### config.mk
export PLATFORM = sky130hd
export DESIGN_NAME = hsbp_pack_stage_flat
export DESIGN_NICKNAME = d
export VERILOG_FILES = /design/src/rtl/core/hsbp_pkg.sv /design/src/rtl/core/hsbp_rsp_if.sv /design/src/rtl/core/hsbp_pack_stage.sv /design/src/flat_wrapper.sv
export SDC_FILE = /design/constraint.sdc
export NUM_CORES = 1
export LEC_CHECK = 0
export BUFFER_PORTS_ARGS = -buffer_cell sky130_fd_sc_hd__buf_2
export CAP_MARGIN = 20
export CELL_PAD_IN_SITES_DETAIL_PLACEMENT = 2
export CELL_PAD_IN_SITES_GLOBAL_PLACEMENT = 2
export CORE_UTILIZATION = 35
export CTS_CLUSTER_SIZE = 16
export DETAILED_ROUTE_END_ITERATION = 12
export PLACE_DENSITY_LB_ADDON = 0.1
export SETUP_SLACK_MARGIN = 0.4
export SKIP_CTS_REPAIR_TIMING = 1
export SLEW_MARGIN = 20
export SYNTH_ARGS = -nofsm -noshare
export SYNTH_HDL_FRONTEND = slang
export SYNTH_SLANG_ARGS = --single-unit
### constraint.sdc
create_clock -name clock -period 5.6 [get_ports clock]
set_input_delay 0.56 -clock clock [delete_from_list [all_inputs] [get_ports clock]]
set_output_delay 0.56 -clock clock [all_outputs]
set_load 0.03 [all_outputs]
### src/rtl/core/hsbp_pkg.sv
`timescale 1ns / 1ps

package hsbp_pkg;

   // request kinds
   localparam logic REQ_LOAD   = 1'b0;
   localparam logic REQ_ENCODE = 1'b1;

   // fixed field widths
   localparam int SYMBOL_BITS     = 9;
   localparam int CODE_FIELD_BITS = 16;
   localparam int LEN_BITS        = 5;
   localparam int BYTE_BITS       = 8;

   // table shape
   localparam int SYMBOL_COUNT  = 257;
   localparam int MAX_CODE_BITS = 16;
   localparam int END_SYMBOL    = SYMBOL_COUNT - 1;
   localparam int ADDR_BITS     = $clog2(SYMBOL_COUNT);

   // longest code actually stored
   localparam int CODE_BITS = (MAX_CODE_BITS < CODE_FIELD_BITS) ? MAX_CODE_BITS
                                                                : CODE_FIELD_BITS;

   // one table entry: length above code word
   localparam int ENTRY_BITS = LEN_BITS + CODE_FIELD_BITS;

   // accumulator holds pending bits plus one code
   localparam int ACC_BITS   = BYTE_BITS + CODE_BITS;
   localparam int CNT_BITS   = $clog2(BYTE_BITS + (2 ** LEN_BITS));
   localparam int BURST_BITS = CNT_BITS - 3;

   typedef struct packed {
      logic valid;
      logic is_end;
   } s1_type;

endpackage

### src/rtl/core/hsbp_rsp_if.sv
`timescale 1ns / 1ps

interface hsbp_rsp_if;
   logic                              valid;
   logic                              ready;
   logic [hsbp_pkg::BYTE_BITS-1:0]    out_byte;
   logic                              has_data;
   logic                              last;

   modport source (output valid, out_byte, has_data, last, input ready);
   modport sink   (input valid, out_byte, has_data, last, output ready);
endinterface

### src/rtl/core/hsbp_pack_stage.sv
`timescale 1ns / 1ps

module hsbp_pack_stage (
   input  logic                                  clock,
   input  logic                                  reset,
   input  hsbp_pkg::s1_type                      s1,
   input  logic [hsbp_pkg::CODE_FIELD_BITS-1:0]  code_word,
   input  logic [hsbp_pkg::LEN_BITS-1:0]         code_len,
   output logic                                  take,
   hsbp_rsp_if.source                            rsp_chan
);

   localparam int ACC = hsbp_pkg::ACC_BITS;
   localparam int CNT = hsbp_pkg::CNT_BITS;
   localparam int BB  = hsbp_pkg::BURST_BITS;
   localparam int BYT = hsbp_pkg::BYTE_BITS;

   // accumulator state
   logic [BYT-1:0] pend_bits_ff, pend_bits_in;
   logic [2:0]     pend_cnt_ff, pend_cnt_in;

   // result burst of one item, drained one byte per handshake
   logic [ACC-1:0] burst_data_ff, burst_data_in;
   logic [BB-1:0]  bytes_left_ff, bytes_left_in;
   logic           last_ff, last_in;
   logic           has_ff, has_in;

   logic [ACC-1:0] acc;
   logic [ACC:0]   mask_wide;
   logic [ACC-1:0] acc_m;
   logic [ACC-1:0] acc_shift;
   logic [CNT-1:0] count;
   logic [BB-1:0]  nbytes;
   logic           zero_out;
   logic           burst_busy;
   logic           burst_ends;
   logic           rsp_fire;

   always_comb begin
      acc       = (ACC'(code_word) << pend_cnt_ff) | ACC'(pend_bits_ff);
      count     = CNT'(pend_cnt_ff) + CNT'(code_len);
      mask_wide = ((ACC+1)'(1) << count) - (ACC+1)'(1);
      acc_m     = acc & mask_wide[ACC-1:0];
      nbytes    = count[CNT-1:3];
      acc_shift = acc_m >> {nbytes, 3'b000};
      zero_out  = (nbytes == '0) && !s1.is_end;
   end

   assign burst_busy = (bytes_left_ff != '0) || last_ff;
   assign rsp_fire   = rsp_chan.valid && rsp_chan.ready;
   // the burst empties on this handshake
   assign burst_ends = rsp_fire && (((bytes_left_ff == BB'(1)) && !last_ff) ||
                                    (bytes_left_ff == '0));
   assign take = s1.valid && (zero_out || !burst_busy || burst_ends);

   always_comb begin
      pend_bits_in  = pend_bits_ff;
      pend_cnt_in   = pend_cnt_ff;
      burst_data_in = burst_data_ff;
      bytes_left_in = bytes_left_ff;
      last_in       = last_ff;
      has_in        = has_ff;
      if (take) begin
         if (s1.is_end) begin
            pend_bits_in = '0;
            pend_cnt_in  = '0;
         end else begin
            pend_bits_in = acc_shift[BYT-1:0];
            pend_cnt_in  = count[2:0];
         end
      end
      if (take && !zero_out) begin
         burst_data_in = acc_m;
         bytes_left_in = nbytes;
         last_in       = s1.is_end;
         has_in        = (count[2:0] != 3'd0);
      end else if (rsp_fire) begin
         burst_data_in = burst_data_ff >> BYT;
         if (bytes_left_ff != '0) begin
            bytes_left_in = bytes_left_ff - BB'(1);
         end else begin
            last_in = 1'b0;
         end
      end
   end

   always_ff @(posedge clock) begin
      if (reset) begin
         pend_bits_ff  <= '0;
         pend_cnt_ff   <= '0;
         bytes_left_ff <= '0;
         last_ff       <= 1'b0;
      end else begin
         pend_bits_ff  <= pend_bits_in;
         pend_cnt_ff   <= pend_cnt_in;
         bytes_left_ff <= bytes_left_in;
         last_ff       <= last_in;
      end
      burst_data_ff <= burst_data_in;
      has_ff        <= has_in;
   end

   assign rsp_chan.valid    = burst_busy;
   assign rsp_chan.out_byte = burst_data_ff[BYT-1:0];
   assign rsp_chan.has_data = (bytes_left_ff != '0) || has_ff;
   assign rsp_chan.last     = (bytes_left_ff == '0) && last_ff;

endmodule

### src/flat_wrapper.sv
// flat-port wrapper written by rule: the top's interface ports become plain ports
module hsbp_pack_stage_flat 
  (clock, reset, s1, code_word, code_len, take, rsp_chan_valid, rsp_chan_out_byte, rsp_chan_has_data, rsp_chan_last, rsp_chan_ready);
  hsbp_rsp_if rsp_chan_i ();
  input  logic clock;
  input  logic reset;
  input  hsbp_pkg::s1_type s1;
  input  logic [hsbp_pkg::CODE_FIELD_BITS-1:0] code_word;
  input  logic [hsbp_pkg::LEN_BITS-1:0] code_len;
  output logic take;
  output wire logic [$bits(rsp_chan_i.valid)-1:0] rsp_chan_valid;
  output wire logic [$bits(rsp_chan_i.out_byte)-1:0] rsp_chan_out_byte;
  output wire logic [$bits(rsp_chan_i.has_data)-1:0] rsp_chan_has_data;
  output wire logic [$bits(rsp_chan_i.last)-1:0] rsp_chan_last;
  input wire logic [$bits(rsp_chan_i.ready)-1:0] rsp_chan_ready;
  assign rsp_chan_valid = rsp_chan_i.valid;
  assign rsp_chan_out_byte = rsp_chan_i.out_byte;
  assign rsp_chan_has_data = rsp_chan_i.has_data;
  assign rsp_chan_last = rsp_chan_i.last;
  assign rsp_chan_i.ready = rsp_chan_ready;
  hsbp_pack_stage u_core (.clock(clock), .reset(reset), .s1(s1), .code_word(code_word), .code_len(code_len), .take(take), .rsp_chan(rsp_chan_i));
endmodule
==> flow_metrics.py <==
metrics = {
    "outcome": {
        "status": "complete, no violations",
    },
    "sta": {
        "clock_skew_ns": 0.009160,
        "max_freq_mhz": 210.3,
        "finalCritPeriodShare": 0.8493,
        "finalSetupTns_ns": 0,
        "slew_headroom": 0.3757,
        "period_needed_ns": 4.756,
        "holdWs_ns": 0.5025,
        "timing.final.hold_violations": 0,
        "setup_viol": 0,
        "rsz0062_at_grt": "false",
        "maxSlewViolCount": 0,
        "worstMarginPinSlew_ns": 0.9351,
    },
    "synthesis": {
        "netlist_instances": 396,
        "synth-edff-count": 24,
        "synth_warnings": 0,
        "synthArstFlopShare": 0,
        "synth-main-ff-cell": "edfxtp_1",
        "syn_area_um2": 3252,
        "avgSynthCellArea_um2": 8.212,
        "ys_seq_area_frac": 0.3140,
        "synth.distinct_cells": 64,
        "syn-num-nets": 430,
        "ys_ff_latch": 39,
    },
    "power_and_ir_drop": {
        "p_per_area_nw_per_um2": 450.7,
        "clockPowerShare": 0.154,
        "finalPower_mw": 1.622,
        "p_switching_uw": 760.8,
        "p_leak_nw": 1.339,
        "ir_drop_mv": 0.1767,
        "power.share.sequential": 0.306,
        "p_sw_frac": 0.4690,
        "p_int_uw": 861.2,
        "pwr-share-comb": 0.539,
    },
    "detailed_routing": {
        "via_per_inst": 5.843,
        "ant_nets": 0,
        "post_drt_wl_per_cell_um": 22.62,
        "wl_mm": 11.94,
        "dr.first_iter.drc_count": 149,
        "drtPass1Iterations": 6,
        "drc": 0,
        "vias": 3085,
    },
    "final_layout": {
        "multi_input_area_um2": 2013,
        "fill_cells": 1041,
        "diodes": 0,
        "mostFrequentLayoutCell": "nor2_1",
        "layout_common_cells": "51 x nor2_1, 46 x nand2_1, 37 x buf_2",
        "final_nets": 453,
        "area_growth_pct": 10.66,
        "drive_gt1_frac": 0.2119,
        "seq_area_um2": 1021,
        "post-route-util": 0.4067,
    },
    "worst_setup_path": {
        "critPathMaxStageDelay_ns": 0.94,
        "critPathTopFamily": "compound AO/OA/AOI/OAI gates",
        "end_kind": "flop",
        "slowest_stage": "dfxtp_1",
        "crit_cells": 14,
        "regToRegEndpoint": "u_core.pend_bits_ff[6]",
        "endpoint": "u_core.pend_bits_ff[6]",
        "rr_worst_depth": 14,
        "cp_max_fo": 25,
        "crit_start": "u_core.pend_cnt_ff[0]",
        "worst-setup-path-type": "reg2reg",
        "r2r_slack_ns": 0.84,
        "crit_chain": "ha_1 -> inv_1 -> fa_1 -> and3_4 -> a211oi_4 -> or2_1 -> buf_4 -> nor2_1 -> inv_1 -> ha_1 -> o311ai_1 -> a2111oi_0 -> o311ai_0 -> a211oi_1",
        "cp.buffers_inverters": 3,
        "cp.required_ns": 5.82,
        "rr_startpoint": "u_core.pend_cnt_ff[0]",
        "startpoint_type": "flop",
        "cp.arrival_ns": 4.97,
    },
    "floorplanning": {
        "die_y_um": 98.39,
        "fp.dieW_um": 98.39,
        "rows": 34,
        "io-pin-count": 38,
        "initial_utilization": 0.3675,
        "coreArea_um2": 8848,
        "dieArea_um2": 9681,
    },
    "placed_design": {
        "portBuffers": 37,
        "dp_hpwl_mm": 9.293,
        "gp_congestion": 0.9054,
    },
    "global_route": {
        "grt_pass1_vias": 3423,
        "grtUsageTotal": 0.2591,
        "grt_first_pass_wirelength_mm": 19.10,
        "grt_max_degree": 38,
        "antenna_found_initial": 0,
        "gr-total-overflow": 0,
    },
    "clock_tree": {
        "clockRootBuffer": "clkbuf_8",
        "h-tree-depth": 2,
        "clk_latency_ns": 0.30,
        "clk_path_buf_depth": 2,
        "tritoncts": "yes",
        "cts_inserted_buffers": 5,
        "cts_num_sinks": 39,
        "path_clk_slew_ns": 0.10,
    },
    "min_path": {
        "worst_hold_path_type": "reg2reg",
    },
    "flow_run": {
        "maxCapViolCount": 0,
    },
}
logic make-up (layout without fill, tap and decap cells):
logic type               count (synthesis)  in the layout  synth area share
flip-flops                              39             39            0.3140
AND/OR/NAND/NOR                        149            149            0.2124
adder cells (fa/ha/maj)                  8              8           0.03309
multiplexers                            35             35            0.1143
AO/OA/AOI/OAI                          109            109            0.2293
buffers and inverters                   47             71           0.06810
XOR/XNOR                                 9              9           0.02886
worst register-to-register path: cells and delay by family (launching register included):
family                   cells  cell delay (ns)
AO/OA/AOI/OAI                5             1.68
adder cells (fa/ha/maj)      3             1.25
flip-flops                   1             0.94
buffers and inverters        3             0.35
AND/OR/NAND/NOR              3             0.45
worst min path at each step:
stage                                 startpoint                endpoint  slack (ns)  depth (start not counted)
final                             u_core.last_ff          u_core.last_ff        0.50                          2
after global routing      u_core.pend_bits_ff[7]  u_core.pend_bits_ff[7]        0.53                          1
after CTS                         u_core.last_ff          u_core.last_ff        0.51                          2
after detailed placement  u_core.pend_bits_ff[5]  u_core.pend_bits_ff[5]        0.49                          2
after global placement    u_core.pend_bits_ff[5]  u_core.pend_bits_ff[5]        0.49                          2
after floorplan           u_core.pend_bits_ff[1]  u_core.pend_bits_ff[1]        0.45                          2
per-stage QoR:
stage / setup WS, ns / instances / area (µm²)
2_1_floorplan: 1.654 / 396 / 3252
3_3_place_gp: 1.094 / 520 / 3486
3_5_place_dp: 0.9392 / 520 / 3486
4_1_cts: 0.8645 / 528 / 3598
5_1_grt: 0.4007 / 528 / 3598
6_report: 0.8438 / 528 / 3598
power groups by stage:
stage          Sequential, mW  Clock [mW]  Combinational, mW
2_1_floorplan           0.486           0              0.641
3_3_place_gp            0.497           0              0.842
3_5_place_dp            0.506           0              0.875
4_1_cts                 0.500       0.257              0.881
5_1_grt                 0.510       0.269              0.952
6_report                0.497       0.250              0.875
per-layer routing:
metal	vias up	GRT usage	wire length [µm]
li1	1476	-	-
met1	1513	0.3050	5055
met2	68	0.4800	6181
met3	28	0.03221	348
met4	0	0.09414	358
met5	-	0	0
cell type report:
class / instances / area share
multi-input cells: 310 / 0.5595
flip-flops and latches: 39 / 0.2837
repair buffers: 46 / 0.07024
well taps: 108 / 0.03755
clock buffers: 5 / 0.01912
inverters: 17 / 0.01773
clock inverters: 3 / 0.01217
registers in the layout, summed over array words and instances (netlist names):
name,cells
u_core.burst_data_ff,23
u_core.bytes_left_ff,3
u_core.has_ff,1
u_core.last_ff,1
u_core.pend_bits_ff,8
u_core.pend_cnt_ff,3
Yosys cell counts (all sizes together) (10+ instances only):
master  count  share of area
buf        20          0.037
dfxtp      15          0.092
a21oi      21          0.037
clkbuf     10          0.012
edfxtp     24           0.22
mux2       17          0.059
nor3       12          0.018
inv        17          0.020
nand2      46          0.053
o21ai      31          0.048
nor2       52          0.062
mux2i      18          0.055
No activity file was read; power rests on OpenSTA's default activity.
